$ cat config.mk
export PLATFORM = sky130hd
export DESIGN_NAME = sss_ram
export DESIGN_NICKNAME = d
export VERILOG_FILES = /design/src/rtl/sss_ram.sv
export SDC_FILE = /design/constraint.sdc
export NUM_CORES = 2
export LEC_CHECK = 0
export BUFFER_PORTS_ARGS = -buffer_cell sky130_fd_sc_hd__buf_2
export CELL_PAD_IN_SITES_DETAIL_PLACEMENT = 1
export CELL_PAD_IN_SITES_GLOBAL_PLACEMENT = 2
export CORE_MARGIN = 3
export CORE_UTILIZATION = 50
export DETAILED_ROUTE_END_ITERATION = 8
export PLACE_DENSITY = 0.78
export SYNTH_ARGS = -nofsm -noshare
export SYNTH_HDL_FRONTEND = slang
export SYNTH_SLANG_ARGS = --single-unit
$ cat constraint.sdc
create_clock -name clk -period 9.2 [get_ports clk]
set_input_delay 1.84 -clock clk [delete_from_list [all_inputs] [get_ports clk]]
set_output_delay 1.84 -clock clk [all_outputs]
set_load 0.05 [all_outputs]
$ cat src/rtl/sss_ram.sv
// generic single-write, single-read ram with registered read data
module sss_ram #(
  parameter int WIDTH = 32,
  parameter int DEPTH = 64,
  localparam int AW = (DEPTH > 1) ? $clog2(DEPTH) : 1
) (
  input  logic             clk,
  input  logic             we,
  input  logic [AW-1:0]    waddr,
  input  logic [WIDTH-1:0] wdata,
  input  logic [AW-1:0]    raddr,
  output logic [WIDTH-1:0] rdata
);

  logic [WIDTH-1:0] mem [DEPTH];

  always_ff @(posedge clk) begin
    if (we) begin
      mem[waddr] <= wdata;
    end
    rdata <= mem[raddr];
  end

endmodule

-- Word-level counts from Yosys, hierarchy flattened
Memories as Yosys holds them, arrays and structs flattened. A register that Yosys moved wholly into a read port is not among the register bits.
Cells that the tools add are included.
- mux-type cells: 2
- operator list (operator ; number):
    2-to-1 mux 1 bit ; 2
- flip-flop bits (word level): 0
- memory bits (writable): 2048
- output and inout bits: 32
- memories: 1
- memories (name ; words ; bits a word ; read ports ; clocked after Yosys merged registers in ; wr ports ; line ; text):
    mem ; 64 ; 32 ; 1 ; 1 ; 1 ; 15 ; logic [WIDTH-1:0] mem [DEPTH];

-- Depth between registers and ports, before layout
- depth in word-level cells: 2
- depth in mapped cells: 10
- depth with buffers taken out: 5

-- Worst setup path before layout
OpenSTA, ideal clock, no wires.
- kind: input port to flip-flop
- start: input waddr[3]
- end: memory mem[48][0], enable pin
- library setup time: 461 ps
- data arrival time: 4539 ps
- required time: 8739 ps
- path slack: 4200 ps
- stages on the path: 4
- buffers on the path: 1
- cells stage by stage: clkbuf_1 nor2b_1 nand4b_1 nor3_1
- RTL lines (item ; line ; text):
    from (decl) ; 9 ; input logic [AW-1:0] waddr,
    to (decl) ; 15 ;
No word-level cell before the write port.

==> reports/qor.yml <==
cp_slowest_cell: "nand2_1"
syn_area_per_cell_um2: 23.62
synth-xor-area-share_pct: 0
cts_buffers: 199
ant_nets: 0
reg2reg_slack_ns: 7.02
grt_pass1_wl_um: 293400
critPathKind: "input port to flip-flop"
clkSinkCount: 2080
core_area_um2: 154900
synth-compound-area-share_pct: 1.673
hold_ws_ns: 0.7711
clock_skew_ns: 0.02697
drv_cap: 0
synth_area_leaders: "edfxtp_1 (78%), mux4_2 (16%), mux2i_1 (1.2%)"
dp_hpwl_um: 108300
grt_max_degree: 114
reg2reg_depth: 5
final_nets: 3555
clock.fmax_mhz: 202.7
power_leakage_nw: 27.29
final-hold-violation-count: 0
grt_overflow_total: 0
synth-main-ff-cell: "edfxtp_1"
synth_seq_cells: 2080
synth_top_family_by_area: "multiplexers"
synthAdderAreaFrac_pct: 0
required_ns: 9.86
via_per_inst: 6.468
rsz0062_at_grt: "no"
yosysTopAreaCellShare_pct: 78.33
fin_crit_ns: 4.932
drc: 0
drt_pass1_iterations: 6
wl_per_cell_um: 35.74
status: "finished clean"
portBuffers: 77
cts_resized: 0
async_reset_ff_share_pct: 0
synth_nets: 3370
vias: 37080
postLayoutCoreUtil_pct: 56.93
min_path_type: "flip-flop to flip-flop"
critPathCaptureType: "flip-flop"
synth_common_cells: "edfxtp_1 (2,048), mux4_2 (544), nor2_1 (137)"
gp_congestion: 0.7552
cts_hold_buf: 0
yosysTopAreaCell: "edfxtp_1"
die_h_um: 402.3
synth_cells: 3324
worst_ep_arrival_time_ns: 5.59
cp_max_fo: 79
area_growth_pct: 12.36
grt_pass1_vias: 39520
postCtsSetupBuffers: 0
cts_tree: "yes"
fin_setup_tns_ns: 0
whs_path_depth: 4
worstMarginPinSlew_ns: 1.400
synth_edf_count: 2048
ys_seq_area_share_pct: 79.14
crit_path_max_incr_delay_ns: 1.00
startpoint_type: "input port"
hold_path.startpoint: "mem[12][17]"
finalSetupViolCount: 0
drive_above_1_share_pct: 28.68
p_total_mw: 19.52
die_area_um2: 161800
synthMuxAreaShare_pct: 16.79
htree_num_levels: 4
die_w_um: 402.3
track_usage_pct: 25.54
dp_cells: 5351
yosysWarnings: 0
clkLatencyLatePin_ns: 0.81
wl_um: 204900
antenna_found_initial: 15
cts_buffer_depth: 3
max_slew_margin_pct: 6.435
power_density_nw_per_um2: 221.3
start_util_pct: 50.67
slew_viol_final: 0
num_rows: 144
clock-root-buffer: "clkbuf_16"
ir_drop_uv: 186.9
drtIter0Drc: 4728
r2r_start: "mem[47][11]"
pin_count: 78
synth.most_common_cell: "edfxtp_1"
r2r-end: "rdata[11]"
synthSimpleGateAreaFrac_pct: 1.265
synth.distinct_cells: 34
hold_path_end: "rdata[17]"
finalCritPeriodShare_pct: 53.61
clk_pin_slew_worst_paths_ns: 0.06
fin_cells: 5733
crit_chain: "buf_8 > buf_4 > nand2_1 > o22ai_1 > nor2_1 > a21oi_1 > nor2_1"
path_common_cell: "nor2_1"
synth.cell_area_um2: 78520
==> registers in the layout, summed over array words and instances (netlist names) <==
signal / flops
rdata: 32
mem: 2048
==> worst max-delay path: cells and delay by family <==
family	cells	cell delay (ns)
buffers and inverters	2	1.12
AO/OA/AOI/OAI	2	1.16
AND/OR/NAND/NOR	3	1.25
==> stage by stage <==
| stage | setup slack [ns] | cell area (um^2) |
|---|---|---|
| after floorplan | 4.200 | 78520 |
| after global placement | 3.373 | 81830 |
| after detailed placement | 3.396 | 81830 |
| after CTS | 4.254 | 88190 |
| after global routing | 4.236 | 88200 |
| final | 4.268 | 88220 |
==> layout by cell type, fill, tap and decap left out, types with 6 or more instances in the layout <==
cell and count:
edfxtp_1 2048, mux4_2 544, clkbuf_16 204, mux2i_1 93, o22ai_1 84, buf_4 82, nor2_1 75, buf_2 73
a21oi_1 62, nor2_4 62, clkbuf_1 55, clkinv_1 44, dfxtp_1 32, clkinv_2 31, o221ai_1 27, nand2_1 26
nor2b_1 15, bufinv_16 14, a22oi_1 12, clkbuf_8 12, a311oi_1 8, diode_2 7, inv_6 7, buf_12 7
nand2b_1 6
==> cell families after synthesis <==
group	Yosys count
buf+inv	182
simple gates	223
mux	637
compound gates	202
flops	2080
==> layer usage <==
layer / vias to the layer above / GRT usage, % / part of all wire [%]
met1: 20170 / 35.33 / 39
met4: 0 / 8.278 / 3.3
met5: - / 0 / 0
li1: 14640 / - / -
met2: 1910 / 42.14 / 50
met3: 365 / 4.111 / 7.9
==> worst max-delay path by stage <==
stage | from | to | cells after the start
after floorplan | waddr[3] | mem[48][0] | 4
after global placement | raddr[2] | rdata[29] | 7
after detailed placement | raddr[2] | rdata[29] | 7
after CTS | raddr[2] | rdata[29] | 7
after global routing | raddr[1] | rdata[11] | 7
final | raddr[1] | rdata[11] | 7
==> cell type report <==
type | instances | area [um^2]
antenna | 7 | 17.52
clock buffer | 271 | 5477
clock inverter | 103 | 877.1
fill | 12830 | 66730
multi-input combinational | 1062 | 15970
sequential | 2080 | 62140
tap | 2044 | 2557
timing repair buffer | 166 | 1181
==> power by group <==
part	internal [mW]	switching [mW]	total, mW
Sequential	10.5	0.0472	10.5
Combinational	0.336	0.637	0.972
Clock	4.55	3.45	8.01
Total	15.4	4.14	19.5
(Power assumes the default switching activity.)
