**config.mk**
```make
export PLATFORM = sky130hd
export DESIGN_NAME = sss_mul
export DESIGN_NICKNAME = d
export VERILOG_FILES = /design/src/rtl/sss_mul.sv
export SDC_FILE = /design/constraint.sdc
export NUM_CORES = 2
export LEC_CHECK = 0
export BUFFER_PORTS_ARGS = -buffer_cell sky130_fd_sc_hd__buf_2
export CAP_MARGIN = 20
export CORE_UTILIZATION = 45
export CTS_BUF_LIST = sky130_fd_sc_hd__clkbuf_4 sky130_fd_sc_hd__clkbuf_8
export CTS_CLUSTER_SIZE = 20
export DETAILED_ROUTE_END_ITERATION = 12
export GPL_ROUTABILITY_DRIVEN = 0
export PLACE_DENSITY = 0.62
export SLEW_MARGIN = 20
export SYNTH_ARGS = -nofsm -noshare
export SYNTH_HDL_FRONTEND = slang
export SYNTH_SLANG_ARGS = --single-unit
export TNS_END_PERCENT = 30
```
**constraint.sdc**
```tcl
create_clock -name clk -period 9.3 [get_ports clk]
set_clock_uncertainty 0.15 [all_clocks]
set_input_delay 1.395 -clock clk [delete_from_list [all_inputs] [get_ports clk]]
set_output_delay 1.395 -clock clk [all_outputs]
set_load 0.03 [all_outputs]
```
**src/rtl/sss_mul.sv**
```systemverilog
// shared signed 33x33 multiplier with registered product
module sss_mul (
  input  logic               clk,
  input  logic signed [32:0] a,
  input  logic signed [32:0] b,
  output logic signed [65:0] p
);

  always_ff @(posedge clk) begin
    p <= a * b;
  end

endmodule

```
# Word-level counts from Yosys, hierarchy flattened

Cells that the tools add are included.

Register bits after elaboration: 66
Input bits: 67

Multipliers: 1

Operator list:

| cell                         | count |
|---|---|
| multiplier 33 x 33 -> 66 bit | 1 |

# Logic depth before layout (Yosys ltp)

Word-level depth: 1
Mapped depth: 27

# Worst setup path after synthesis

No wires, ideal clock.

Path kind: input to register
Start: input port a[32]
End: register p[62]
Path buffers: 2
Required time: 9.071 ns
Stages on the path: 23
Setup time: 0.079 ns
Path slack: 0.519 ns
Arrival: 8.552 ns
Cell sequence: clkbuf_1 -> nand2_1 -> inv_1 -> fa_1 -> fa_1 -> fa_1 -> fa_1 -> fa_1 -> fa_1 -> fa_1 -> inv_1 -> fa_1 -> inv_1 -> ha_1 -> clkbuf_1 -> and3_1 -> nand3_1 -> nand2b_1 -> a2111oi_4 -> a211oi_4 -> a21o_2 -> a21o_1 -> a211oi_2

Longest elaborated chain between the ends: 1

Ends and longest elaborated chain:

| element                      | line | source |
|---|---|---|
| start: declaration           | 4    | `input logic signed [32:0] a,` |
| multiplier 33 x 33 -> 66 bit | 10   | `p <= a * b;` |
| end signal: assignment       | 10   |  |
| end: declaration             | 6    | `output logic signed [65:0] p` |

Every way passes these cells.

# Worst setup path after layout

Start: input port b[0]
End: register p[64]

Longest elaborated chain between the ends: 1

Ends and longest elaborated chain:

| element                      | line | source |
|---|---|---|
| start: declaration           | 5    | `input logic signed [32:0] b,` |
| multiplier 33 x 33 -> 66 bit | 10   |  |

Every way passes these cells.

==> impl_results.html <==
<table>
<tr><th>Metric</th><th>Value</th></tr>
<tr><th colspan="2">Setup path</th></tr>
<tr><td>Sort of element at the end of the critical path</td><td>register</td></tr>
<tr><td>CP required</td><td>around 9600 ps</td></tr>
<tr><td>Data arrival at the endpoint of the critical path</td><td>9000 ps</td></tr>
<tr><td>Nature of the critical path startpoint</td><td>input pin</td></tr>
<tr><td>Maximum fanout along the worst path</td><td>17</td></tr>
<tr><td>Critical Path Start</td><td>b[0]</td></tr>
<tr><td>Critical path start-end classification</td><td>input pin to register</td></tr>
<tr><th colspan="2">Clock tree</th></tr>
<tr><td>Post-CTS Hold Fix Bufs</td><td>0</td></tr>
<tr><td>Number of buffers on the longest clock path</td><td>2</td></tr>
<tr><td>Number of post-CTS setup repair buffers</td><td>0</td></tr>
<tr><td>CTS Buf Count</td><td>9</td></tr>
<tr><td>Clk pin slew, worst setup/hold paths</td><td>120 ps</td></tr>
<tr><td>Total number of H-tree levels</td><td>3</td></tr>
<tr><td>CTS tree</td><td>done</td></tr>
<tr><td>Sinks on Clock Net</td><td>66</td></tr>
<tr><td>Clock root buffer</td><td>clkbuf_8</td></tr>
<tr><td>Number of cells upsized or downsized after cts</td><td>0</td></tr>
<tr><th colspan="2">Routing</th></tr>
<tr><td>Final wirelength</td><td>~110 mm</td></tr>
<tr><td>Remaining DRCs</td><td>0</td></tr>
<tr><td>Starting DRC count in detailed routing</td><td>roughly 1600</td></tr>
<tr><td>Vias after detailed routing</td><td>between 20000 and 30000</td></tr>
<tr><td>Final routed wire length divided by cell count</td><td>between 15 and 20 um</td></tr>
<tr><td>Routed vias/inst</td><td>roughly 5</td></tr>
<tr><td>Antenna Violating Nets Remaining</td><td>0</td></tr>
<tr><td>Number of search-and-repair iterations in the first detailed-routing pass</td><td>8</td></tr>
<tr><th colspan="2">Timing</th></tr>
<tr><td>Setup-failing EPs final</td><td>0</td></tr>
<tr><td>Maximum clock frequency</td><td>around 0.11 GHz</td></tr>
<tr><td>Fin. max-slew vios</td><td>0</td></tr>
<tr><td>Setup repair after global routing missed its margin</td><td>no</td></tr>
<tr><td>Number of failing hold endpoints at the final stage</td><td>0</td></tr>
<tr><td>Least-Margin Pin Slew</td><td>849 ps</td></tr>
<tr><td>Total Neg Setup Slack</td><td>0 ps</td></tr>
<tr><td>Share of the clock period used by the worst path</td><td>between 90% and 100%</td></tr>
<tr><td>Final critical path time including I/O delays and setup</td><td>8750 ps</td></tr>
<tr><td>Relative slew margins</td><td>between 40% and 50%</td></tr>
<tr><th colspan="2">Synthesis</th></tr>
<tr><td>YS warnings</td><td>0</td></tr>
<tr><td>Biggest area contributors in the synthesized netlist</td><td>fa_1 (56%), inv_1 (10%), and2_1 (8.6%)</td></tr>
<tr><td>Cell taking the most area after synthesis</td><td>fa_1</td></tr>
<tr><td>Number of distinct standard cells referenced by the synthesized netlist</td><td>80</td></tr>
<tr><td>Cell area after technology mapping</td><td>roughly 0.04 mm^2</td></tr>
<tr><td>Number of enable flip-flop cells after synthesis</td><td>0</td></tr>
<tr><td>Most instantiated flip-flop cell in the synthesis netlist</td><td>dfxtp_1</td></tr>
<tr><td>Share of synthesized flip-flops with an asynchronous set or reset</td><td>0%</td></tr>
<tr><td>Yosys top cell area share</td><td>between 50 and 60%</td></tr>
<tr><td>Post-Synthesis Cells</td><td>4338</td></tr>
<tr><td>Net Count, Synth</td><td>roughly 5800</td></tr>
<tr><td>Mean instance size in the synthesized netlist</td><td>between 9 and 10 um^2</td></tr>
<tr><td>Sequential cell area fraction in the yosys report</td><td>3.24%</td></tr>
<tr><td>Post-synthesis register bit count</td><td>66</td></tr>
<tr><th colspan="2">Layout</th></tr>
<tr><td>Area Growth Syn to Fin</td><td>7.11%</td></tr>
<tr><td>Flip-flop count of the largest register after layout</td><td>66</td></tr>
<tr><td>Share of final-layout standard cells stronger than drive strength 1</td><td>7.78%</td></tr>
<tr><td>Leading registers by flop count</td><td>p: 66 flops</td></tr>
<tr><td>Largest reg by FF count</td><td>p</td></tr>
<tr><td>Nets</td><td>around 5800</td></tr>
<tr><th colspan="2">Outcome</th></tr>
<tr><td>Result of the run</td><td>complete, no violations</td></tr>
<tr><th colspan="2">Worst hold path</th></tr>
<tr><td>Class of the tightest hold or removal check</td><td>input pin to register</td></tr>
<tr><td>Worst hold start</td><td>b[0]</td></tr>
<tr><th colspan="2">Run</th></tr>
<tr><td>Number of max-cap violations</td><td>0</td></tr>
<tr><th colspan="2">Global route</th></tr>
<tr><td>Number of antenna violations at the first check in global routing</td><td>6</td></tr>
<tr><td>Largest net degree at the start of global routing</td><td>34</td></tr>
<tr><td>Global Route Usage Sum</td><td>25.0%</td></tr>
<tr><td>Wire length of the first global-routing pass</td><td>174 mm</td></tr>
<tr><td>Via count of the first global-routing pass</td><td>about 31000</td></tr>
<tr><td>GR Overflow Total</td><td>0</td></tr>
<tr><th colspan="2">Place</th></tr>
<tr><td>Buffers added on ports</td><td>about 130</td></tr>
<tr><td>Half-perimeter wire length after placement</td><td>93.8 mm</td></tr>
<tr><th colspan="2">Die</th></tr>
<tr><td>Die X</td><td>roughly 300 um</td></tr>
<tr><td>Die H</td><td>~300 um</td></tr>
<tr><td>Floorplan die area</td><td>about 0.09 mm^2</td></tr>
<tr><td>Core area</td><td>approximately 0.089 mm^2</td></tr>
<tr><td>Number of placement rows</td><td>109</td></tr>
<tr><td>Initial cell density of the core</td><td>45.7%</td></tr>
<tr><td>Count of boundary I/O pins</td><td>around 130</td></tr>
</table>
-- metrics by stage --
stage / util (%) / instance area (um^2) / cells / hold WS [ps] / setup WS [ps]
after floorplan: - / 40700 / 4338 / 1370 / 519
after global placement: 48.7 / 43400 / 5573 / 1680 / 246
after detailed placement: 48.7 / 43400 / 5573 / 1680 / 143
after CTS: 49.0 / 43600 / 5589 / 1300 / 696
after global routing: 49.0 / 43600 / 5594 / 1360 / 305
final: 49.0 / 43600 / 5594 / 1350 / 553
-- critical path: stages --
cell and delay [ps]:
buf_2 220, nand2_1 160, inv_1 100, fa_1 670, inv_1 140, fa_1 500, inv_1 60, fa_1 520
inv_1 70, fa_1 530, inv_1 60, fa_1 490, fa_1 490, fa_1 520, inv_1 50, fa_1 470
inv_1 40, ha_1 320, buf_4 170, nand3_1 210, nor2_1 210, nand2_1 120, nor3_1 390, buf_4 220
o311ai_4 170, nand3_2 290, a211oi_1 120, a311oi_1 250
-- metal layers --
layer	global-route usage [%]	vias up	wire, um
met2	44.7	701	56600
met4	9.49	2	4090
li1	-	12500	-
met5	0	-	15
met1	30.8	15100	41600
met3	2.92	178	4190
-- layout make-up --
class                   instances  area, um^2
repair buffers                291        2030
clock inverters                 7         125
flip-flops and latches         66        1320
well taps                    1165        1460
fillers                      8431       45400
inverters                    1131        4250
multi-input cells            2920       34300
diodes                          5        12.5
clock buffers                   9         124
-- layout by cell type, fill, tap and decap left out, drive strengths merged, types with 6 or more instances in the layout --
cell type  instances
a211o              6
a211oi            11
a21o              38
a21oi             61
a31oi              9
and2             563
and3               6
buf              291
clkbuf             9
dfxtp             66
fa              1145
ha               217
inv             1132
nand2            551
nand2b            12
nand3             26
nand4             12
nor2              68
nor3               7
o21a               6
o21ai             33
o21bai            11
o31ai              7
xnor2             43
xor2              25
-- logic make-up (layout without fill, tap and decap cells) --
logic type | count (synthesis) | count (layout) | share of synthesized area (%)
compound gates | 219 | 219 | 4.07
xor+xnor | 68 | 68 | 1.46
fa+ha+maj | 1362 | 1362 | 62.9
buf+inv | 1352 | 1438 | 12.5
other cells | 0 | 5 | 0
simple gates | 1271 | 1271 | 15.8
flops | 66 | 66 | 3.24
-- cell usage after synthesis (6+ instances only) --
cell type / n
inv_1: 1131
xor2_1: 25
nor3_1: 7
nor2_1: 68
o21ai_1: 6
nand4_1: 11
a211oi_1: 7
nand2b_1: 12
nand2_1: 551
o21a_1: 6
clkbuf_1: 208
fa_1: 1145
dfxtp_1: 66
and2_1: 562
nand3_1: 25
buf_2: 11
a211o_1: 6
o21bai_1: 11
a31oi_1: 8
a21oi_1: 57
o21ai_0: 25
a21o_1: 36
xnor2_1: 43
ha_1: 217
-- worst paths after layout --
check | endpoint | slack, ps | depth (start not counted)
setup / recovery | p[64] | 550 | 28
hold / removal | p[0] | 1350 | 3
Power is not shown: default switching activity piles up to over one toggle a cycle in this logic, so the estimate is an artifact.
