File: config.mk
export PLATFORM = sky130hd
export DESIGN_NAME = sss_div
export DESIGN_NICKNAME = d
export VERILOG_FILES = /design/src/rtl/sss_pkg.sv /design/src/rtl/sss_div.sv
export SDC_FILE = /design/constraint.sdc
export NUM_CORES = 1
export LEC_CHECK = 0
export BUFFER_PORTS_ARGS = -buffer_cell sky130_fd_sc_hd__buf_2
export CORE_UTILIZATION = 38
export DETAILED_ROUTE_END_ITERATION = 7
export HOLD_SLACK_MARGIN = 0.02
export PLACE_DENSITY_LB_ADDON = 0.05
export SETUP_SLACK_MARGIN = 0.05
export SYNTH_ARGS = -nofsm -noshare
export SYNTH_HDL_FRONTEND = slang
export SYNTH_SLANG_ARGS = --single-unit
File: constraint.sdc
create_clock -name clk -period 5.93 [get_ports clk]
set_input_delay 1.186 -clock clk [delete_from_list [all_inputs] [get_ports clk]]
set_output_delay 1.186 -clock clk [all_outputs]
set_load 0.005 [all_outputs]
File: src/rtl/sss_pkg.sv
// shared constants, codes and transaction types for the sparse sor sweep block
package sss_pkg;

  localparam int ROW_MAX   = 64;
  localparam int ENTRY_MAX = 1024;
  localparam int ROW_AW    = $clog2(ROW_MAX);
  localparam int ROW_CW    = $clog2(ROW_MAX + 1);
  localparam int ENTRY_AW  = $clog2(ENTRY_MAX);
  localparam int ENTRY_CW  = $clog2(ENTRY_MAX + 1);

  localparam int CFG_W  = 18;
  localparam int CFG_IW = 2;

  localparam logic [2:0] ACT_ENTRY = 3'd0;
  localparam logic [2:0] ACT_ROW   = 3'd1;
  localparam logic [2:0] ACT_RHS   = 3'd2;
  localparam logic [2:0] ACT_SOL   = 3'd3;
  localparam logic [2:0] ACT_RUN   = 3'd4;
  localparam logic [2:0] ACT_READ  = 3'd5;

  localparam logic [1:0] ST_OK     = 2'd0;
  localparam logic [1:0] ST_CONV   = 2'd1;
  localparam logic [1:0] ST_NOCONV = 2'd2;
  localparam logic [1:0] ST_DIAG   = 2'd3;

  localparam logic [CFG_IW-1:0] CFG_OMEGA = 2'd0;
  localparam logic [CFG_IW-1:0] CFG_TOL   = 2'd1;
  localparam logic [CFG_IW-1:0] CFG_ROWS  = 2'd2;

  localparam logic [17:0] OMEGA_LIMIT = 18'd131072;

  typedef struct packed {
    logic [2:0]         action;
    logic [9:0]         slot;
    logic [5:0]         column;
    logic [10:0]        row_pointer;
    logic signed [31:0] value;
  } sss_req_t;

  typedef struct packed {
    logic signed [31:0] read_value;
    logic [1:0]         status;
  } sss_rsp_t;

  typedef struct packed {
    logic               start;
    logic signed [31:0] num;
    logic signed [31:0] den;
  } sss_div_req_t;

endpackage

File: src/rtl/sss_div.sv
// bit-serial restoring divider for (num * 2^16) / den, truncating, saturated
module sss_div import sss_pkg::*; (
  input  logic               clk,
  input  logic               rst,
  input  sss_div_req_t       req,
  output logic               busy,
  output logic               done,
  output logic signed [31:0] quo
);

  localparam int DW    = 48;
  localparam int CNT_W = $clog2(DW + 1);

  logic [DW-1:0]    dvd;
  logic [32:0]      rem;
  logic [31:0]      dsr;
  logic             neg;
  logic [CNT_W-1:0] cnt;
  logic [31:0]      num_mag;
  logic [31:0]      den_mag;
  logic [32:0]      rem_sh;
  logic             ge;

  always_comb begin
    num_mag = req.num[31] ? 32'(-req.num) : req.num;
    den_mag = req.den[31] ? 32'(-req.den) : req.den;
    rem_sh  = {rem[31:0], dvd[DW-1]};
    ge      = rem_sh >= {1'b0, dsr};
    // sign and clamp the quotient magnitude
    if (neg) begin
      if (dvd > DW'(32'h8000_0000)) quo = 32'sh8000_0000;
      else                          quo = 32'(-dvd);
    end else begin
      if (dvd > DW'(32'h7fff_ffff)) quo = 32'sh7fff_ffff;
      else                          quo = dvd[31:0];
    end
  end

  always_ff @(posedge clk) begin
    if (rst) begin
      busy <= 1'b0;
      done <= 1'b0;
      cnt  <= '0;
    end else begin
      done <= 1'b0;
      if (req.start) begin
        dvd  <= {num_mag, 16'b0};
        dsr  <= den_mag;
        rem  <= '0;
        neg  <= req.num[31] ^ req.den[31];
        cnt  <= CNT_W'(DW);
        busy <= 1'b1;
      end else if (busy) begin
        rem <= ge ? (rem_sh - {1'b0, dsr}) : rem_sh;
        dvd <= {dvd[DW-2:0], ge};
        cnt <= cnt - 1'b1;
        if (cnt == CNT_W'(1)) begin
          busy <= 1'b0;
          done <= 1'b1;
        end
      end
    end
  end

endmodule

---- Word level (Yosys, flattened, before mapping) ----
Index checks and enable logic that the tools add are counted.
word-level totals
  register bits after elaboration ......... 121
  bits of input ports ..................... 67
  output and inout bits ................... 34
  word-level logic and storage cells ...... 42
operators by class
  add/sub/neg operators ................... 5
  order comparisons ....................... 3
  eq/ne operators ......................... 1
  mux-type cells .......................... 15
  bitwise gates (word level) .............. 3
  reductions and logical operators ........ 5
operators by type and width
  cell                    number
  $mux W32                6
  $mux W48                2
  $neg A32 Y32            3
  $gt A48 B31 Y1 const B  1
  $gt A48 B32 Y1 const B  1
  $ge A33 B32 Y1          1
  $sub A32 B32 Y32        1
  $mux W31                1
  $mux W6                 2
  $eq A6 B1 Y1 const B    1
  $sub A6 B1 Y6 const B   1
  $mux W1                 4
  $reduce_and A2 Y1       2
  $reduce_or A3 Y1        1
  $not A1 Y1              2
  $reduce_bool A2 Y1      1
  $reduce_or A2 Y1        1
  $xor A1 B1 Y1           1

---- Depth between registers and ports, before layout ----
Gate-level depths: netlist (run 1).
  depth in word-level cells ............... 4
  depth in mapped cells ................... 13
  depth with buffers taken out ............ 11

---- Worst setup path before layout (run 1) ----
Ideal clock, no wire load.
  path type ............................... input-to-reg
  from .................................... in req[64] (netlist bit)
  to ...................................... reg dvd[0], enable pin
  library setup time ...................... 0.519 ns
  data arrival time ....................... 5.147 ns
  required time ........................... 5.411 ns
  setup slack ............................. 0.264 ns
  stages .................................. 4
  path buffers ............................ 2
  cells stage by stage .................... clkbuf_1 clkbuf_1 nor2_1 nor2_1
between the ends
  cells in the longest elaborated chain, start to end .. 2
RTL lines
  item                          line           RTL
  from (decl)                   sss_div.sv:5   input sss_div_req_t req,
  $reduce_bool A2 Y1 (no line)  n/a
  $reduce_and A2 Y1 (no line)   n/a
  to (signal assigned)          sss_div.sv:47  dvd <= {num_mag, 16'b0};
  to (signal assigned)          sss_div.sv:55  dvd <= {dvd[DW-2:0], ge};
  to (decl)                     sss_div.sv:14  logic [DW-1:0] dvd;
Every way passes these cells.
A chain may end at the register's enable or synchronous reset.

---- Worst setup path in the final report (run 1) ----
  from .................................... reg dvd[1]
  to ...................................... out quo[6]
between the ends
  cells in the longest elaborated chain, start to end .. 3
  elaborated cells on any way between the ends .. 6
  classes of those cells .................. add/sub (1); order compare (2); mux (3)
RTL lines
  item                                    line                          RTL
  $gt A48 B31 Y1 (tied with other cells)  sss_div.sv:34                 if (dvd > DW'(32'h7fff_ffff)) quo = 32'sh7fff_ffff;
  $mux W32 (on tied branches)             sss_div.sv:34, sss_div.sv:31
  $mux W32 (*)                            sss_div.sv:30                 if (neg) begin
  to (decl)                               sss_div.sv:8                  output logic signed [31:0] quo
Mark *: on every way between the ends. The rest lies on a longest branch, timed or not.

==> results by group, run 1 <==
Critical path
  • Slowest cell on the critical path: nor4_2
  • Setup crit start: dvd[1]
  • Worst setup path endpoint: quo[6]
  • CP arrival: 4070 ps
  • CP endpoint kind: primary output
  • FF-to-FF setup slack: 2090 ps
  • Worst reg2reg path depth: 10
  • Most frequent cell on the critical path: or3b_1
  • Reg-to-reg endpoint: rem[13]
  • Slowest stage delay, CP: 550 ps
  • Bufs and invs on worst path: 2
  • Critical Path Fanout Max: 18
  • Data required time of the worst path: 4740 ps
  • Worst Setup Start Kind: flop
  • Critical path's top delay family: simple AND/OR/NAND/NOR gates
  • Worst r2r src: rem[3]
  • Cell Chain, Critical Path: inv_1 > ha_1 > or3b_1 > nor4_2 > nand4_1 > o41a_1 > nand2b_1 > or3b_1 > nand3_1 > buf_2
  • Worst setup path category: reg -> out
  • Cell depth of the worst setup path: 10

Synthesis
  • Syn Area/Cell: 8.95 um^2
  • Mapped Cells: 987
  • Yosys top cell area share: 38.4%
  • Cell variety after synth: 71
  • Top cells by area, synth: edfxtp_1 (38%), ha_1 (5.2%), nand2_1 (4.8%)
  • FFs w/ async S/R, synth: 0%
  • Mapped Nets: 1092
  • Synth warn: 0
  • Sequential share of the synthesized area: 40.2%
  • Synth top cells by count: edfxtp_1 (113), nand2_1 (113), a21oi_1 (84), nor2_1 (84), inv_1 (59)
  • Area leader, netlist: edfxtp_1
  • Top_reg_cell synth: edfxtp_1
  • EDFF count, synth: 113
  • Yosys reg bits: 121
  • Mapped cell area: 0.00883 mm^2

STA
  • Fmax: 190 MHz
  • Final Hold Vio Count: 0
  • Worst hold slack: 513 ps
  • Worst setup margin: 670 ps
  • TNS Setup: 0 ps
  • Worst rel slew slack: 30.8%
  • Min Clock Period, post-route: 5260 ps
  • RSZ-0062 raised after global routing: no
  • Fin. max-slew vios: 0
  • Fin crit share: 88.7%
  • Worst Clk Skew: 12.4 ps
  • # setup viols final: 0
  • Worst Tran Pin Value: 1040 ps

Run status
  • Status: finished, final reports clean

Final layout
  • Final #Nets: 1169
  • Fillers: 2306
  • Core Util, Final: 44.8%
  • P&R area growth vs syn: 15.3%
  • Ant diodes: 0
  • Finished Layout Cells: 1362
  • Post-route cell area: 0.0102 mm^2
  • Layout cells sized above 1: 14.8%

Die
  • Die area: 0.0239 mm^2
  • Die Span Y: 154 um
  • Die Wd: 154 um
  • Starting Density: 38.9%
  • # rows: 55
  • Core box area: 0.0227 mm^2
  • # IOs: 101

Place
  • Post-DP Area: 0.00957 mm^2
  • PortBufs: 100
  • # placed instances: 1330
  • DP Worst Slack: 1070 ps
  • GP Congestion: 0.866
  • Post-DP HPWL: 15900 um

Global routing
  • First-pass GRT wire length: 36700 um
  • GRT overflow: 0
  • Most Crowded Layer GR: met2
  • Largest net degree at the start of global routing: 100
  • Initial antenna violation count: 0
  • Vias in the first global route: 7126
  • Grt met2 use: 30.9%
  • Grt met3 use: 3.67%
  • Met1 global-route usage: 26.2%
  • Gr usage total: 19.2%

CTS
  • Clk_lat worst skew: 420 ps
  • Setup repair bufs after CTS: 0
  • Post-CTS Hold Fix Bufs: 0
  • Clock sink count: 121
  • Num CTS Buffers: 17
  • PostCTS Resize Cnt: 0
  • Max Buffers Root-to-Sink: 2
  • H-tree levels: 4
  • CTS clock-pin slew for the worst setup and hold paths: 60 ps
  • CTS tree: done
  • Clock Tree Root: clkbuf_16

Min path
  • Hold_sp: cnt[1]
  • Hold/Removal Path Class: reg -> reg
  • Hold path cells: 2

Power and ir drop
  • Power Density: 282 mW/mm^2
  • Maximum VDD drop: 0.171 mV
  • LEAKAGE: 3.90 nW
  • Final Power: 2.87 mW

Drt
  • Initial DRT Pass Iterations: 5
  • WL/cell: 16.2 um
  • DR iter-0 viols: 382
  • Routed WL: 22100 um
  • DRC errors left: 0
  • Post-DR vias/cell: 5.51
  • Vias: 7505
  • Routed Antenna Nets: 0

Flow run
  • Max-cap violation count: 0
==> registers in the layout (all words and copies together) (netlist names) <==
register / flops
dvd: 48
dsr: 32
rem: 32
cnt: 6
busy: 1
done: 1
neg: 1
==> layout make-up <==
class	instances	area, um^2	area share (%)
Clock buffer	19	443	4.35
Clock inverter	13	171	1.68
Inverter	59	221	2.17
Multi-Input combinational cell	759	4890	48.0
Sequential cell	121	3550	34.9
Tap cell	285	357	3.50
Timing Repair Buffer	106	548	5.38
==> cell usage in the layout (no fill, tap or decap), types with 22 or more instances in the layout <==
master,instances
a21oi_1,83
buf_2,99
edfxtp_1,113
ha_1,37
inv_1,59
nand2_1,113
nor2_1,82
o21ai_0,52
o31ai_1,22
xnor2_1,48
xor2_1,38
==> routing by layer <==
layer | vias up | wire length [um]
met5 | - | 0
met3 | 18 | 849
met2 | 160 | 10100
met1 | 3510 | 10800
met4 | 0 | 292
li1 | 3817 | -
==> report_power, final <==
group	internal [mW]	switching, mW
Combinational	0.284	0.421
Sequential	1.03	0.0497
Clock	0.677	0.403
Total	1.99	0.874
==> worst min-delay path by stage <==
stage,to,slack (ps)
3_5_place_dp,cnt[1],510
3_3_place_gp,cnt[1],490
4_1_cts,cnt[1],520
2_1_floorplan,cnt[1],470
5_1_grt,cnt[1],570
6_report,cnt[1],510
==> cell families (layout without fill, tap and decap cells) <==
group           count (synthesis)  count (layout)  synth area share (%)
simple gates                  360             360                  20.6
xor+xnor                       86              86                  8.53
flops                         121             121                  40.2
mux                             2               2                 0.241
buf+inv                       107             197                  4.59
compound gates                273             273                  20.3
fa+ha+maj                      38              38                  5.47
==> worst reg2reg max path: stages (launching register included) <==
cell	delay, ps
edfxtp_1	410
ha_1	390
a21o_1	210
a211o_1	290
o21ai_0	490
a21oi_1	200
o21ai_0	430
a21o_1	640
buf_4	340
nand2_1	80
a21oi_1	180
Note: power is estimated with default switching activity, not from simulation.
==> run 2: changes to the inputs <==
--- a/config.mk
+++ b/config.mk
@@ -9,8 +9,10 @@
 export CORE_UTILIZATION = 38
 export DETAILED_ROUTE_END_ITERATION = 7
 export HOLD_SLACK_MARGIN = 0.02
+export MAX_ROUTING_LAYER = met4
 export PLACE_DENSITY_LB_ADDON = 0.05
 export SETUP_SLACK_MARGIN = 0.05
 export SYNTH_ARGS = -nofsm -noshare
 export SYNTH_HDL_FRONTEND = slang
 export SYNTH_SLANG_ARGS = --single-unit
+export TNS_END_PERCENT = 30
==> run 2 against run 1 <==
Non-clock buffer count did not move. Critical path depth stayed put. Highest routed layer unchanged. Cell area did not move.
==> results by group, run 2 (same netlist as run 1, synthesis figures left out) <==
Die
  • Die area: 0.0239 mm^2 (unchanged)
  • Core box area: 0.0227 mm^2 (unchanged)
  • Starting Density: 38.9% (unchanged)
  • # rows: 55 (unchanged)
  • # IOs: 101 (unchanged)
  • Die Wd: 154 um (unchanged)
  • Die Span Y: 154 um (unchanged)

Global routing
  • Vias in the first global route: 7123 (-0.042%)
  • First-pass GRT wire length: 36700 um (unchanged)
  • GRT overflow: 0 (unchanged)
  • Largest net degree at the start of global routing: 100 (unchanged)
  • Initial antenna violation count: 0 (unchanged)
  • Gr usage total: 19.7% (+0.58 points)

Critical path
  • Cell Chain, Critical Path: inv_1 > ha_1 > or3b_1 > nor4_2 > nand4_1 > o41a_1 > nand2b_1 > or3b_1 > nand3_1 > buf_2
  • Slowest stage delay, CP: 550 ps (about the same)
  • Worst setup path category: reg -> out
  • CP arrival: 4080 ps (about the same)
  • Data required time of the worst path: 4740 ps (about the same)
  • CP endpoint kind: primary output
  • Critical Path Fanout Max: 18 (unchanged)
  • Slowest cell on the critical path: nor4_2
  • Worst Setup Start Kind: flop
  • Most frequent cell on the critical path: or3b_1

Drt
  • Routed WL: 22100 um (about the same)
  • Post-DR vias/cell: 5.49 (-0.35%)
  • Top routing layer in use: met4
  • Met2 WL: 9990 um (-1.2%)
  • DR iter-0 viols: 380 (-0.52%)
  • Routed Antenna Nets: 0 (unchanged)
  • DRC errors left: 0 (unchanged)
  • Initial DRT Pass Iterations: 4 (-1)
  • DRT met1 WL: 11000 um (+1.2%)
  • Metal3 WL: 799 um (-5.9%)
  • WL/cell: 16.2 um (about the same)
  • Vias: 7479 (-0.35%)

CTS
  • Clk_lat worst skew: 420 ps (about the same)
  • Clock Tree Root: clkbuf_16
  • Clock sink count: 121 (unchanged)
  • H-tree levels: 4 (unchanged)
  • Post-CTS Hold Fix Bufs: 0 (unchanged)
  • PostCTS Resize Cnt: 0 (unchanged)
  • Max Buffers Root-to-Sink: 2 (unchanged)
  • Num CTS Buffers: 17 (unchanged)
  • Setup repair bufs after CTS: 0 (unchanged)
  • CTS clock-pin slew for the worst setup and hold paths: 60 ps (about the same)
  • CTS tree: done

Place
  • GP Congestion: 0.880 (+1.6%)
  • DP Worst Slack: 1070 ps (unchanged)
  • Post-DP HPWL: 15900 um (unchanged)
  • PortBufs: 100 (unchanged)
  • Post-DP Area: 0.00957 mm^2 (unchanged)

Final layout
  • Fillers: 2306 (unchanged)
  • Final #Nets: 1169 (unchanged)
  • Ant diodes: 0 (unchanged)
  • P&R area growth vs syn: 15.3% (unchanged)
  • Layout cells sized above 1: 14.8% (unchanged)
  • Most frequent cells in the layout: nand2_1 (113), edfxtp_1 (113), buf_2 (99)
  • Biggest regs: dvd x48, dsr x32, rem x32
  • Post-route cell area: 0.0102 mm^2 (unchanged)
  • Reg with most FFs: dvd
  • Max reg flops: 48 (unchanged)
  • Core Util, Final: 44.8% (unchanged)

Min path
  • Hold/Removal Path Class: reg -> reg

Power and ir drop
  • Maximum VDD drop: 0.172 mV (+0.16%)
  • Power Density: 282 mW/mm^2 (about the same)
  • LEAKAGE: 3.90 nW (unchanged)

STA
  • Min Clock Period, post-route: 5270 ps (+6.04 ps)
  • Fmax: 190 MHz (-0.11%)
  • Worst rel slew slack: 31.4% (+0.53 points)
  • Worst hold slack: 513 ps (+0.0630 ps)
  • Final Hold Vio Count: 0 (unchanged)
  • # setup viols final: 0 (unchanged)
  • Fin. max-slew vios: 0 (unchanged)
  • TNS Setup: 0 ps (unchanged)
  • Worst Clk Skew: 9.56 ps (-2.79 ps)
  • RSZ-0062 raised after global routing: no
  • Fin crit share: 88.8% (+0.10 points)
  • Worst Tran Pin Value: 1030 ps (-7.94 ps)
  • Worst setup margin: 664 ps (-6.04 ps)

Flow run
  • Max-cap violation count: 0 (unchanged)

Run status
  • Status: finished, final reports clean
run 2: power by group:
part	switching [mW]	leakage (nW)	internal, mW
registers	0.0498	1.15	1.03
clock network	0.404	0.294	0.677
logic	0.421	2.46	0.284
total	0.875	3.90	1.99
run 2: critical path: cells and delay by family (launching register included):
| family | cells | cell delay [ps] |
|---|---|---|
| AO/OA/AOI/OAI | 1 | 450 |
| adder cells (fa/ha/maj) | 1 | 180 |
| buffers and inverters | 2 | 250 |
| flip-flops | 1 | 430 |
| AND/OR/NAND/NOR | 6 | 2360 |
run 2: layout make-up:
class / instances / area (um^2) / area share, %
Timing Repair Buffer: 106 / 548 / 5.38
Clock inverter: 13 / 171 / 1.68
Sequential cell: 121 / 3550 / 34.9
Clock buffer: 19 / 443 / 4.35
Tap cell: 285 / 357 / 3.50
Multi-Input combinational cell: 759 / 4890 / 48.0
Inverter: 59 / 221 / 2.17
run 2: per-layer routing:
layer / global-route usage (%) / up-vias
met5: - / -
met1: 26.2 / 3499
met4: 5.28 / 0
li1: - / 3816
met3: 3.67 / 20
met2: 30.9 / 144
run 2: final timing paths:
kind,from,to,slack [ps],cells after the start
hold reg to reg,cnt[1],cnt[1],510,2
setup reg to reg,rem[3],rem[13],2080,10
hold / removal,cnt[1],cnt[1],510,2
setup / recovery,dvd[1],quo[6],660,10
run 2: per-stage QoR:
step	cells	power, mW
global placement	1330	1.81
global route	1362	3.03
detailed placement	1330	1.81
floorplan	987	1.60
CTS	1362	2.90
finish	1362	2.87
